==> src/uwd_pkg.sv <==
// Shared constants, types and helpers for the unimodular word decomposer.
`timescale 1ns / 1ps

package uwd_pkg;

    localparam int ENTRY_WIDTH = 32;
    localparam int MAX_WORD    = 64;
    localparam int CFG_W       = 7;
    localparam int CFG_RESET   = 64;
    localparam int CNT_W       = $clog2(MAX_WORD + 1);
    localparam int CMP_W       = (CFG_W > CNT_W) ? CFG_W : CNT_W;
    localparam int DIV_CNT_W   = $clog2(ENTRY_WIDTH);

    typedef logic signed [ENTRY_WIDTH-1:0] entry_t;
    typedef logic [ENTRY_WIDTH-1:0]        entry_mag_t;
    typedef logic [CFG_W-1:0]              cfg_word_t;

    typedef enum logic [1:0] {
        ST_IDLE,
        ST_DECIDE,
        ST_DIVIDE,
        ST_EMIT
    } seq_state_t;

    typedef struct packed {
        logic   is_rotation;
        entry_t shear_amount;
        logic   last_letter;
        logic   word_empty;
        logic   word_truncated;
    } letter_t;

    // unsigned magnitude; the most negative value maps to 2^(W-1) without overflow
    function automatic entry_mag_t magnitude(input entry_t x);
        entry_mag_t m;
        begin
            m = x[ENTRY_WIDTH-1] ? entry_mag_t'(-x) : entry_mag_t'(x);
            return m;
        end
    endfunction

endpackage

==> src/uwd_divider.sv <==
// Shared restoring divider on magnitudes, one quotient bit per cycle.
`timescale 1ns / 1ps

module uwd_divider (
    input  logic               clk,
    input  logic               rst_n,
    input  logic               start,
    input  uwd_pkg::entry_mag_t dividend,
    input  uwd_pkg::entry_mag_t divisor,
    output logic               done,
    output uwd_pkg::entry_mag_t quotient,
    output uwd_pkg::entry_mag_t remainder
);
    import uwd_pkg::*;

    logic                 run_reg, run_next;
    logic                 done_reg, done_next;
    logic [DIV_CNT_W-1:0] cnt_reg, cnt_next;
    entry_mag_t           rem_reg, rem_next;
    entry_mag_t           quo_reg, quo_next;
    entry_mag_t           div_reg, div_next;
    logic [ENTRY_WIDTH:0] trial;

    assign trial = {rem_reg, quo_reg[ENTRY_WIDTH-1]} - {1'b0, div_reg};

    always_comb
    begin
        run_next  = run_reg;
        done_next = 1'b0;
        cnt_next  = cnt_reg;
        rem_next  = rem_reg;
        quo_next  = quo_reg;
        div_next  = div_reg;
        if (start)
        begin
            run_next = 1'b1;
            cnt_next = DIV_CNT_W'(ENTRY_WIDTH - 1);
            rem_next = '0;
            quo_next = dividend;
            div_next = divisor;
        end
        else if (run_reg)
        begin
            if (!trial[ENTRY_WIDTH])
            begin
                rem_next = trial[ENTRY_WIDTH-1:0];
                quo_next = {quo_reg[ENTRY_WIDTH-2:0], 1'b1};
            end
            else
            begin
                rem_next = {rem_reg[ENTRY_WIDTH-2:0], quo_reg[ENTRY_WIDTH-1]};
                quo_next = {quo_reg[ENTRY_WIDTH-2:0], 1'b0};
            end
            cnt_next = cnt_reg - DIV_CNT_W'(1);
            if (cnt_reg == '0)
            begin
                run_next  = 1'b0;
                done_next = 1'b1;
            end
        end
    end

    always_ff @(posedge clk or negedge rst_n)
    begin
        if (!rst_n)
        begin
            run_reg  <= 1'b0;
            done_reg <= 1'b0;
            cnt_reg  <= '0;
        end
        else
        begin
            run_reg  <= run_next;
            done_reg <= done_next;
            cnt_reg  <= cnt_next;
        end
    end

    always_ff @(posedge clk)
    begin
        rem_reg <= rem_next;
        quo_reg <= quo_next;
        div_reg <= div_next;
    end

    assign done      = done_reg;
    assign quotient  = quo_reg;
    assign remainder = rem_reg;

endmodule

==> src/uwd_seq.sv <==
// Letter sequencer: working column, letter count and control of the shared divider.
`timescale 1ns / 1ps

module uwd_seq (
    input  logic              clk,
    input  logic              rst_n,
    input  logic              in_valid,
    output logic              in_stall,
    input  uwd_pkg::entry_t   top_entry,
    input  uwd_pkg::entry_t   bottom_entry,
    input  uwd_pkg::cfg_word_t max_letters,
    input  logic              out_free,
    output logic              push,
    output uwd_pkg::letter_t  letter
);
    import uwd_pkg::*;

    seq_state_t       state_reg, state_next;
    entry_t           top_reg, top_next;
    entry_t           bot_reg, bot_next;
    entry_t           k_reg, k_next;
    logic             rot_reg, rot_next;
    logic             empty_reg, empty_next;
    logic [CNT_W-1:0] cnt_reg, cnt_next;
    logic [CNT_W-1:0] cap_reg, cap_next;
    logic [CNT_W-1:0] cnt_inc;
    logic [CMP_W-1:0] cap_raw;
    entry_mag_t       top_mag, bot_mag, div_quo, div_rem;
    logic             div_start, div_done, use_rot, word_end;

    uwd_divider u_div (
        .clk       (clk),
        .rst_n     (rst_n),
        .start     (div_start),
        .dividend  (top_mag),
        .divisor   (bot_mag),
        .done      (div_done),
        .quotient  (div_quo),
        .remainder (div_rem)
    );

    assign in_stall = (state_reg != ST_IDLE);
    assign top_mag  = magnitude(top_reg);
    assign bot_mag  = magnitude(bot_reg);
    assign use_rot  = (top_reg == '0) || (top_mag < bot_mag);
    assign cnt_inc  = cnt_reg + CNT_W'(1);
    assign word_end = (cnt_inc == cap_reg) || (bot_reg == '0);
    assign cap_raw  = CMP_W'(max_letters);

    // next state
    always_comb
    begin
        state_next = state_reg;
        case (state_reg)
            ST_IDLE:
                if (in_valid)
                    state_next = ST_DECIDE;
            ST_DECIDE:
                if ((bot_reg == '0) || use_rot)
                    state_next = ST_EMIT;
                else
                    state_next = ST_DIVIDE;
            ST_DIVIDE:
                if (div_done)
                    state_next = ST_EMIT;
            ST_EMIT:
                if (out_free)
                    state_next = word_end ? ST_IDLE : ST_DECIDE;
            default:
                state_next = ST_IDLE;
        endcase
    end

    // datapath and strobes
    always_comb
    begin
        top_next   = top_reg;
        bot_next   = bot_reg;
        k_next     = k_reg;
        rot_next   = rot_reg;
        empty_next = empty_reg;
        cnt_next   = cnt_reg;
        cap_next   = cap_reg;
        div_start  = 1'b0;
        push       = 1'b0;
        case (state_reg)
            ST_IDLE:
                if (in_valid)
                begin
                    top_next   = top_entry;
                    bot_next   = bottom_entry;
                    cnt_next   = '0;
                    empty_next = 1'b0;
                    if (cap_raw == '0)
                        cap_next = CNT_W'(1);
                    else if (cap_raw > CMP_W'(MAX_WORD))
                        cap_next = CNT_W'(MAX_WORD);
                    else
                        cap_next = CNT_W'(cap_raw);
                end
            ST_DECIDE:
                if (bot_reg == '0)
                begin
                    empty_next = 1'b1;
                    rot_next   = 1'b0;
                    k_next     = '0;
                end
                else if (use_rot)
                begin
                    rot_next = 1'b1;
                    k_next   = '0;
                    top_next = entry_t'(-bot_reg);
                    bot_next = top_reg;
                end
                else
                begin
                    rot_next  = 1'b0;
                    div_start = 1'b1;
                end
            ST_DIVIDE:
                if (div_done)
                begin
                    // remainder takes the dividend's sign; k is minus the quotient
                    top_next = top_reg[ENTRY_WIDTH-1] ? entry_t'(-div_rem) : entry_t'(div_rem);
                    k_next   = (top_reg[ENTRY_WIDTH-1] ^ bot_reg[ENTRY_WIDTH-1])
                             ? entry_t'(div_quo) : entry_t'(-div_quo);
                end
            ST_EMIT:
                if (out_free)
                begin
                    push     = 1'b1;
                    cnt_next = cnt_inc;
                end
            default:
            begin
                div_start = 1'b0;
            end
        endcase
    end

    always_comb
    begin
        letter.is_rotation    = rot_reg;
        letter.shear_amount   = k_reg;
        letter.last_letter    = word_end;
        letter.word_empty     = empty_reg;
        letter.word_truncated = word_end && (bot_reg != '0);
    end

    always_ff @(posedge clk or negedge rst_n)
    begin
        if (!rst_n)
        begin
            state_reg <= ST_IDLE;
            cnt_reg   <= '0;
            cap_reg   <= CNT_W'(MAX_WORD);
            top_reg   <= '0;
            bot_reg   <= '0;
        end
        else
        begin
            state_reg <= state_next;
            cnt_reg   <= cnt_next;
            cap_reg   <= cap_next;
            top_reg   <= top_next;
            bot_reg   <= bot_next;
        end
    end

    always_ff @(posedge clk)
    begin
        k_reg     <= k_next;
        rot_reg   <= rot_next;
        empty_reg <= empty_next;
    end

endmodule

==> src/unimodular_word_decomposer.sv <==
// Top level of the unimodular word decomposer: letter cap register and output register.
`timescale 1ns / 1ps

// Takes the first column (top_entry, bottom_entry) of a 2x2 integer matrix and
// runs Euclid on it, producing one output transfer per generator letter.
// Input channel: in_valid / in_stall; a transfer happens when valid is high and
// stall is low. in_stall is high from the cycle after a transfer until the last
// letter of that word has been handed to the output register.
// Output channel: out_valid / out_stall with is_rotation, shear_amount,
// last_letter, word_empty and word_truncated. last_letter marks the end of a
// word; an entry with bottom zero yields one transfer flagged word_empty.
// Config channel: cfg_valid / cfg_ready (always ready) writes max_letters, the
// letter cap (0 behaves as 1, values above 64 as 64); write it only when idle.
// Divider: one serial divider does every shear, one quotient bit a cycle, while a
// rotation letter or an empty word needs no division. Shears and rotations alternate.
// While out_stall is high the finished letter sits in the output register and
// the sequencer waits with the next letter; nothing is lost.
// Reset (rst_n low, asynchronous) returns to idle, drops out_valid and sets the
// cap back to 64.
module unimodular_word_decomposer (
    input  logic               clk,
    input  logic               rst_n,
    input  logic               in_valid,
    output logic               in_stall,
    input  uwd_pkg::entry_t    top_entry,
    input  uwd_pkg::entry_t    bottom_entry,
    output logic               out_valid,
    input  logic               out_stall,
    output logic               is_rotation,
    output uwd_pkg::entry_t    shear_amount,
    output logic               last_letter,
    output logic               word_empty,
    output logic               word_truncated,
    input  logic               cfg_valid,
    output logic               cfg_ready,
    input  uwd_pkg::cfg_word_t max_letters
);
    import uwd_pkg::*;

    cfg_word_t cap_cfg_reg, cap_cfg_next;
    logic      out_valid_reg, out_valid_next;
    letter_t   out_reg, out_next;
    letter_t   letter;
    logic      push, out_free;

    // output register is free when empty or being drained this cycle
    assign out_free  = !out_valid_reg || !out_stall;
    assign cfg_ready = 1'b1;

    uwd_seq u_seq (
        .clk          (clk),
        .rst_n        (rst_n),
        .in_valid     (in_valid),
        .in_stall     (in_stall),
        .top_entry    (top_entry),
        .bottom_entry (bottom_entry),
        .max_letters  (cap_cfg_reg),
        .out_free     (out_free),
        .push         (push),
        .letter       (letter)
    );

    always_comb
    begin
        cap_cfg_next = cap_cfg_reg;
        if (cfg_valid && cfg_ready)
            cap_cfg_next = max_letters;
    end

    always_comb
    begin
        out_valid_next = out_valid_reg;
        out_next       = out_reg;
        if (push)
        begin
            out_valid_next = 1'b1;
            out_next       = letter;
        end
        else if (!out_stall)
            out_valid_next = 1'b0;
    end

    always_ff @(posedge clk or negedge rst_n)
    begin
        if (!rst_n)
        begin
            cap_cfg_reg   <= CFG_W'(CFG_RESET);
            out_valid_reg <= 1'b0;
        end
        else
        begin
            cap_cfg_reg   <= cap_cfg_next;
            out_valid_reg <= out_valid_next;
        end
    end

    always_ff @(posedge clk)
    begin
        out_reg <= out_next;
    end

    assign out_valid      = out_valid_reg;
    assign is_rotation    = out_reg.is_rotation;
    assign shear_amount   = out_reg.shear_amount;
    assign last_letter    = out_reg.last_letter;
    assign word_empty     = out_reg.word_empty;
    assign word_truncated = out_reg.word_truncated;

endmodule

==> config.mk <==
export PLATFORM = sky130hd
export DESIGN_NAME = unimodular_word_decomposer
export DESIGN_NICKNAME = d
export VERILOG_FILES = /design/src/uwd_pkg.sv /design/src/uwd_divider.sv /design/src/uwd_seq.sv /design/src/unimodular_word_decomposer.sv
export SDC_FILE = /design/constraint.sdc
export NUM_CORES = 1
export LEC_CHECK = 0
export ABC_AREA = 1
export BUFFER_PORTS_ARGS = -buffer_cell sky130_fd_sc_hd__buf_2
export CORE_MARGIN = 8
export CORE_UTILIZATION = 43
export DETAILED_ROUTE_END_ITERATION = 6
export GPL_ROUTABILITY_DRIVEN = 0
export GPL_TIMING_DRIVEN = 0
export PLACE_DENSITY = 0.65
export RECOVER_POWER = 50
export SETUP_SLACK_MARGIN = 0.15
export SLEW_MARGIN = 10
export SYNTH_ARGS = -nofsm -noshare
export SYNTH_HDL_FRONTEND = slang
export SYNTH_SLANG_ARGS = --single-unit
export TNS_END_PERCENT = 20
==> constraint.sdc <==
create_clock -name clk -period 9.8 [get_ports clk]
set_input_delay 1.96 -clock clk [delete_from_list [all_inputs] [get_ports clk]]
set_output_delay 1.96 -clock clk [all_outputs]
set_load 0.1 [all_outputs]
==> results_dict.tcl, run 1 <==
set metrics [dict create \
    worstSetupEndpoint "u_seq.cnt_reg[1]$_DFFE_PN0P_" \
    tightest_slew_ps 3480 \
    nets 2967 \
    synthArstFlopShare_pct 36.4 \
    cts_max_level 1 \
    via_per_inst 5.50 \
    critPathLaunch "rst_n" \
    start_kind "input port" \
    final_common_cell "nand2_1" \
    critPathMaxStageDelay_ps 2530 \
    synthAdderAreaFrac_pct 5.17 \
    cts_buffers 28 \
    synthCells 2670 \
    ys_ff_latch 261 \
    rsz0062_at_grt "no" \
    path_buf_inv 2 \
    crit_type "in2async" \
    mostFrequentLayoutCells "nand2_1 (847), inv_1 (342), nor2_1 (254)" \
    grt_usage_pct 24.8 \
    violations "design-rule violations, max-capacitance violations, max-slew violations" \
    synth_xor_xnor_area_share_pct 3.52 \
    core_area_sq_um 42800 \
    clock-sinks 261 \
    drcViolationCount 15 \
    area_growth_pct 12.0 \
    grt_pass1_wl_mm 98.1 \
    cap_viol_max_count 3 \
    crit_arrival_ps 6000 \
    grt_max_degree 60 \
    fin_skew_ps 24.3 \
    cp_max_fo 59 \
    synthMuxAreaShare_pct 0 \
    dieArea_sq_um 50000 \
    max_slew_margin_pct -132 \
    r2r_start "u_seq.top_reg[31]$_DFFE_PN0P_" \
    seq_area_frac_synth_pct 38.0 \
    holdWs_ps 418 \
    drt-pass1-iter-count 7 \
    fmax_ghz 0.164 \
    cp.depth 2 \
    cts_setup_buffers 0 \
    drt-initial-drc-count 2112 \
    ff2ff_setup_slack_ps 4110 \
    synth_cell_type_count 51 \
    outcome "finished, violations left" \
    setup_viol 0 \
    critical_path.top_delay_family "buffers and inverters" \
    cp_common_cell "clkbuf_1" \
    synth-simple-area-share_pct 34.0 \
    syn_avg_cell_area_sq_um 6.94 \
    die_h_microns 224 \
    layout-drive-gt1-share_pct 8.28 \
    synth_edf_count 134 \
    cts.reportedPaths.clkPinSlew_ps 60 \
    fin_crit_sh_pct 62.4 \
    vias 18600 \
    ant_nets 0 \
    synth_nets 2822 \
    cp.required_ps 9690 \
    clkLatencyLatePin_ps 590 \
    ctsResizeCount 0 \
    slowest_stage "clkbuf_1" \
    ios 115 \
    die_x_microns 224 \
    cts_buffer_depth 3 \
    ctsHoldBuffers 0 \
    fill_cells 4345 \
    drv_slew 128 \
    fp-row-count 76 \
    gr-total-overflow 0 \
    hold_viol 0 \
    setup-tns-final_ps 0 \
    diodes 0 \
    synth_area_sq_um 18500 \
    critPathCaptureType "async pin" \
    start_util_pct 43.3 \
    min_period_ps 6110 \
    io_buffers 113 \
    tritoncts "done" \
    cts_root_buffer "clkbuf_16" \
    antenna_found_initial 0 \
    dpl.hpwl_mm 51.1 \
    drt-total-wl_mm 64.1 \
    routedWlPerCell_microns 19.0 \
    hp-class "reg2reg" \
    grt_pass1_vias 17500 \
    synth_compound_area_share_pct 9.60 \
    synth_top_family_by_area "simple AND/OR/NAND/NOR gates" \
    crit_chain "clkbuf_1 > clkbuf_1" \
    ys_warn_count 0 \
    synthFlopType "edfxtp_1" \
    worst_r2r_path_depth 20 \
    reg2reg_to "u_seq.u_div.quotient[15]$_DFFE_PP_" \
]
[worst min-delay path by stage]
stage / from / to / slack [ps] / depth (start not counted)
floorplan: u_seq.rot_reg$_SDFFCE_PP0P_ / is_rotation$_DFFE_PP_ / 400 / 0
global placement: u_seq.k_reg[0]$_SDFFCE_PN0P_ / shear_amount[0]$_DFFE_PP_ / 410 / 0
detailed placement: u_seq.k_reg[31]$_SDFFCE_PN0P_ / shear_amount[31]$_DFFE_PP_ / 400 / 0
CTS: u_seq.k_reg[7]$_SDFFCE_PN0P_ / shear_amount[7]$_DFFE_PP_ / 420 / 0
global route: u_seq.k_reg[7]$_SDFFCE_PN0P_ / shear_amount[7]$_DFFE_PP_ / 420 / 0
finish: u_seq.k_reg[7]$_SDFFCE_PN0P_ / shear_amount[7]$_DFFE_PP_ / 420 / 0
[Yosys cell counts, types with 4 or more instances]
cell type | number | area, sq um
nand2_2 | 5 | 31.3
edfxtp_1 | 134 | 4020
o31ai_1 | 4 | 30.0
buf_4 | 7 | 52.6
nor2_1 | 252 | 946
nor3_2 | 4 | 40.0
nor2_2 | 4 | 25.0
dfrtp_1 | 93 | 2330
or2_2 | 6 | 37.5
a21oi_1 | 113 | 566
o211ai_1 | 4 | 30.0
ha_1 | 75 | 938
xnor2_1 | 5 | 43.8
o21ai_1 | 25 | 125
buf_1 | 11 | 41.3
xor2_1 | 67 | 587
nand4_1 | 36 | 225
nand3_1 | 242 | 1210
buf_6 | 9 | 101
inv_1 | 342 | 1280
dfxtp_1 | 32 | 641
clkbuf_1 | 42 | 158
nand3b_1 | 7 | 52.6
nand2_1 | 847 | 3180
nand3_2 | 15 | 150
a31oi_1 | 13 | 81.3
buf_2 | 22 | 110
o22ai_1 | 11 | 68.8
nor3_1 | 38 | 190
o21a_1 | 4 | 30.0
inv_2 | 11 | 41.3
o21ai_0 | 159 | 796
[cell type report]
cell class              instances  area (sq um)  share of cell area, %
multi-input cells            1964          9680                   46.6
well taps                     546           683                   3.29
plain buffers                  91           462                   2.22
clock inverters                12           210                   1.01
inverters                     354          1330                   6.40
flip-flops and latches        261          7040                   33.9
clock buffers                  40           786                   3.79
repair buffers                115           559                   2.70
[routing by layer]
layer	vias up	wire (microns)	track usage [%]
li1	8916	-	-
met2	1010	27700	39.2
met3	198	6010	3.87
met1	8493	26600	32.7
met5	-	0	0
met4	0	3750	13.0
[logic make-up after synthesis]
family          count (synthesis)
fa+ha+maj                      76
simple gates                 1474
compound gates                340
buf+inv                       445
flops                         261
xor+xnor                       73
other cells                     1
[per-stage QoR]
stage          utilization (%)  std cells  instance area [sq um]  worst slack (ps)
5_1_grt                   48.5       3383                  20800              2760
6_report                  48.5       3383                  20800              3690
3_5_place_dp              46.4       3331                  19800              4100
2_1_floorplan                -       2670                  18500              5200
3_3_place_gp              46.2       3329                  19800              4030
4_1_cts                   48.7       3383                  20800              4100
[worst reg2reg max path, stage by stage, from the launching register on]
cell and delay, ps:
dfrtp_1 320, clkbuf_1 460, buf_2 340, buf_1 570
clkbuf_1 630, o21ai_0 530, ha_1 440, nand2_1 50
nand2_1 50, nand2_1 50, nand2_1 60, nand2_1 50
nand2_1 60, nand2_1 50, nand2_1 130, nand2_1 70
nand2_1 250, nand3_4 250, buf_6 230, buf_6 150
nand2_2 570
Power of run 1 is left out: the tool's default activity adds up to more than one toggle a clock period on the data nets, which glitch-free logic cannot reach.
==> inputs of run 2 (changes only) <==
- PLACE_DENSITY: 0.65 -> 0.67
- clock period: 9.8 -> 5 ns (I/O delays scaled with it)
==> results_dict.tcl, run 2 (synthesis results as in run 1) <==
set metrics [dict create \
    outcome "finished, violations left" \
    violations "max-capacitance violations, max-slew violations" \
    mostFrequentLayoutCells "nand2_1 (846), inv_1 (342), nor2_1 (251)" \
    gr-total-overflow 0 \
    drv_slew 113 \
    start_kind "register" \
    cts.reportedPaths.clkPinSlew_ps 80 \
    layout-drive-gt1-share_pct 7.90 \
    setup_viol 0 \
    fmax_ghz 0.214 \
    cp.required_ps 5220 \
    cts_max_level 1 \
    fin_skew_ps 31.2 \
    dpl.hpwl_mm 50.9 \
    fin_cells 3381 \
    drt-initial-drc-count 2293 \
    grt_max_degree 83 \
    hp-class "reg2reg" \
    max_slew_margin_pct -46.3 \
    vias 18600 \
    tightest_slew_ps 2190 \
    wl_met3_mm 5.86 \
    drt-total-wl_mm 63.8 \
    rsz0062_at_grt "no" \
    tritoncts "done" \
    dieArea_sq_um 50000 \
    antenna_found_initial 0 \
    drcViolationCount 0 \
    via_per_inst 5.51 \
    place_inst 3331 \
    cts_buffer_depth 3 \
    nets 2966 \
    final_common_cell "nand2_1" \
    seqCellArea_sq_um 7040 \
    cp_max_fo 32 \
    grt_usage_pct 24.7 \
    diodes 0 \
    fill_cells 4309 \
    fin_crit_sh_pct 93.5 \
    routedWlPerCell_microns 18.9 \
    area_growth_pct 12.3 \
    min_period_ps 4680 \
    die_x_microns 224 \
    drt-pass1-iter-count 6 \
    cts_buffers 27 \
    grt_pass1_vias 17400 \
    grt_pass1_wl_mm 97.5 \
    clock-sinks 261 \
    fp-row-count 76 \
    ctsHoldBuffers 0 \
    start_util_pct 43.3 \
    core_area_sq_um 42800 \
    clkLatencyLatePin_ps 590 \
    critPathCaptureType "register" \
    cts_root_buffer "clkbuf_16" \
    routed-wl-met2_mm 28.1 \
    io_buffers 113 \
    cap_viol_max_count 2 \
    hold_viol 0 \
    multi_input_area_sq_um 9720 \
    ios 115 \
    die_h_microns 224 \
    crit_type "reg2reg" \
    wl_met1_mm 25.9 \
    crit_arrival_ps 4890 \
    top_layer_used "met4" \
    ant_nets 0 \
]
==> run 2: changes by cell type in the layout (fill, tap and decap cells not counted), sizes merged <==
cell / previous run / this run
inv: 353 / 355
clkinvlp: 0 / 3
buf: 150 / 121
clkbuf: 96 / 119
bufinv: 5 / 6
clkinv: 8 / 6
==> run 2: area by class of cell <==
| cell class | count | share of cell area [%] |
|---|---|---|
| Tap cell | 546 | 3.28 |
| Clock buffer | 34 | 3.72 |
| Inverter | 354 | 6.51 |
| Timing Repair Buffer | 115 | 2.52 |
| Buffer | 91 | 2.25 |
| Sequential cell | 261 | 33.8 |
| Clock inverter | 16 | 1.18 |
| Multi-Input combinational cell | 1964 | 46.7 |
==> run 2: per-layer routing <==
layer	GRT usage (%)	vias to the layer above
met1	32.0	8444
met3	3.83	216
met5	0	-
met2	39.2	1032
li1	-	8924
met4	13.7	0
==> run 2: timing repair <==
item,in CTS,in global routing
endpoints found under the setup margin,105,105
buffers inserted,0,0
resized for setup,5,15
cloned,0,0
==> run 2: worst paths after layout <==
check / cells past startpoint / endpoint / slack, ps / start
setup / recovery: 20 / u_seq.u_div.quotient[18]$_DFFE_PP_ / 320 / u_seq.top_reg[31]$_DFFE_PN0P_
hold / removal: 0 / shear_amount[23]$_DFFE_PP_ / 420 / u_seq.k_reg[23]$_SDFFCE_PN0P_
setup reg to reg: 20 / u_seq.u_div.quotient[18]$_DFFE_PP_ / 320 / u_seq.top_reg[31]$_DFFE_PN0P_
hold reg to reg: 0 / shear_amount[23]$_DFFE_PP_ / 420 / u_seq.k_reg[23]$_SDFFCE_PN0P_
max in group asynchronous: 2 / cap_cfg_reg[4]$_DFFE_PN0P_ / 1830 / rst_n
min in group asynchronous: 1 / u_seq.top_reg[13]$_DFFE_PN0P_ / 500 / rst_n
==> run 2: metrics by stage <==
step,hold slack [ps],setup TNS [ps],cell area (sq um),setup WS (ps),util [%]
final,416,0,20800,325,48.7
after detailed placement,405,-24360,19800,-572,46.4
after global routing,417,0,20800,134,48.7
after CTS,224,0,20900,96.8,48.8
after global placement,406,-20750,19800,-526,46.2
after floorplan,400,0,18500,1020,-
==> run 2: critical path, stage by stage, from the launching register on <==
cell      delay, ps
dfrtp_1         320
buf_2           230
buf_2           270
buf_1           540
clkbuf_2        420
o21ai_0         390
ha_1            420
nand2_1          50
nand2_1          50
nand2_1          40
nand2_1          70
nand2_1          50
nand2_1          60
nand2_1          50
nand2_1         130
nand2_1          80
nand2_2         170
nand3_4         220
buf_6           220
buf_6           150
nand2_4         330
Power of run 2 is left out for the same reason.
==> inputs of run 3 (changes only) <==
- CELL_PAD_IN_SITES_DETAIL_PLACEMENT: not set -> 1
- CELL_PAD_IN_SITES_GLOBAL_PLACEMENT: not set -> 1
- CORE_UTILIZATION: 43 -> 41
- PLACE_DENSITY: 0.67 -> 0.83
==> results_dict.tcl, run 3 (synthesis results as in run 1) <==
set metrics [dict create \
    ant_nets 0 \
    grt_pass1_vias 19600 \
    fin_crit_sh_pct 95.7 \
    area_growth_pct 12.9 \
    fmax_ghz 0.209 \
    cts.reportedPaths.clkPinSlew_ps 60 \
    worst_r2r_path_depth 20 \
    die_x_microns 229 \
    start_kind "register" \
    antenna_found_initial 0 \
    clkLatencyLatePin_ps 600 \
    drv_slew 120 \
    rsz0062_at_grt "no" \
    crit_type "reg2reg" \
    via_per_inst 5.50 \
    layout-drive-gt1-share_pct 8.03 \
    max_slew_margin_pct -61.2 \
    wl_met3_mm 4.00 \
    grt_pass1_wl_mm 111 \
    cp_max_fo 32 \
    routedWlPerCell_microns 21.0 \
    crit_arrival_ps 5080 \
    diodes 0 \
    routed-wl-met2_mm 34.0 \
    min_period_ps 4790 \
    clock-sinks 261 \
    cts_root_buffer "clkbuf_16" \
    core_area_sq_um 45000 \
    cp.required_ps 5290 \
    cts_buffer_depth 3 \
    ios 115 \
    drt-total-wl_mm 72.4 \
    ff2ff_setup_slack_ps 210 \
    vias 18900 \
    critPathCaptureType "register" \
    final_core_util_pct 46.5 \
    fill_cells 5886 \
    tightest_slew_ps 2420 \
    cts_setup_buffers 0 \
    fin_skew_ps 33.9 \
    fp-row-count 78 \
    setup_viol 0 \
    die_h_microns 229 \
    final_common_cell "nand2_1" \
    hold_viol 0 \
    dieArea_sq_um 52300 \
    drt-initial-drc-count 1383 \
    io_buffers 113 \
    cts_buffers 30 \
    grt_usage_pct 26.7 \
    hp-class "in2async" \
    gr-total-overflow 0 \
    multi_input_area_sq_um 9770 \
    reg2reg_to "u_seq.k_reg[0]$_SDFFCE_PN0P_" \
    cap_viol_max_count 2 \
    setup_ws_ps 213 \
    start_util_pct 41.2 \
    outcome "finished, violations left" \
    r2r_start "u_seq.bot_reg[5]$_DFFE_PN0P_" \
    nets 2969 \
    mostFrequentLayoutCells "nand2_1 (846), inv_1 (342), nor2_1 (250)" \
    dpl.hpwl_mm 59.0 \
    wl_met1_mm 30.7 \
    drcViolationCount 0 \
    tritoncts "done" \
    top_layer_used "met4" \
    drt-pass1-iter-count 5 \
    place_ws_ps -832 \
    cts_max_level 1 \
    grt_max_degree 89 \
    violations "max-capacitance violations, max-slew violations" \
    seqCellArea_sq_um 7040 \
]
## run 3: cell count changes in the layout (fill, tap and decap cells not counted), sizes merged
cell / delta
clkinv: +3
clkinvlp: -2
clkbuf: +6
bufinv: -3
buf: +1
## run 3: final cells by class
class	count	area share (%)
multi-input cells	1964	46.7
clock buffers	41	4.13
plain buffers	91	2.24
clock inverters	14	0.717
flip-flops and latches	261	33.7
well taps	600	3.59
repair buffers	115	2.51
inverters	354	6.47
## run 3: repair_timing
| item | in CTS | in global routing |
|---|---|---|
| setup endpoints to repair | 105 | 107 |
| hold buffers | 0 | 0 |
| gates resized for setup | 11 | 24 |
| pin swaps | 0 | 0 |
## run 3: how the worst max path moves through the flow
stage | from | slack [ps] | endpoint
after floorplan | u_seq.bot_reg[0]$_DFFE_PN0P_ | 1020 | u_seq.u_div.quotient[0]$_DFFE_PP_
after global placement | u_seq.top_reg[31]$_DFFE_PN0P_ | -650 | u_seq.u_div.quotient[15]$_DFFE_PP_
after detailed placement | u_seq.top_reg[31]$_DFFE_PN0P_ | -830 | u_seq.u_div.quotient[18]$_DFFE_PP_
after CTS | u_seq.bot_reg[0]$_DFFE_PN0P_ | 220 | u_seq.u_div.quotient[9]$_DFFE_PP_
after global routing | u_seq.bot_reg[4]$_DFFE_PN0P_ | 80 | u_seq.k_reg[0]$_SDFFCE_PN0P_
final | u_seq.bot_reg[5]$_DFFE_PN0P_ | 210 | u_seq.k_reg[0]$_SDFFCE_PN0P_
## run 3: routing by layer
layer / vias to the layer above / global-route usage (%)
met3: 166 / 2.95
met4: 0 / 13.2
met5: - / 0
met1: 9153 / 33.7
met2: 667 / 45.0
li1: 8923 / -
## run 3: stage by stage
stage	cells	cell area [sq um]	setup TNS [ps]	hold slack (ps)
finish	3440	20900	0	345
global route	3440	20900	0	365
CTS	3440	20900	0	185
detailed placement	3385	19900	-49870	406
global placement	3383	19800	-33680	408
floorplan	2670	18500	0	400
## run 3: worst max-delay path, stage by stage (launching register included)
cell	delay (ps)
dfrtp_1	450
nor2_1	230
nand2_1	120
nor2_2	290
nand3_1	190
o21ai_0	280
nand2_1	90
o21ai_0	560
inv_1	130
ha_1	340
nand2_1	100
nor2_1	60
nor2_1	90
nand3_1	110
a21boi_0	240
nand2_2	180
nand3_4	190
buf_6	190
buf_6	180
nand3_1	120
bufinv_16	330
Power of run 3 is left out for the same reason.
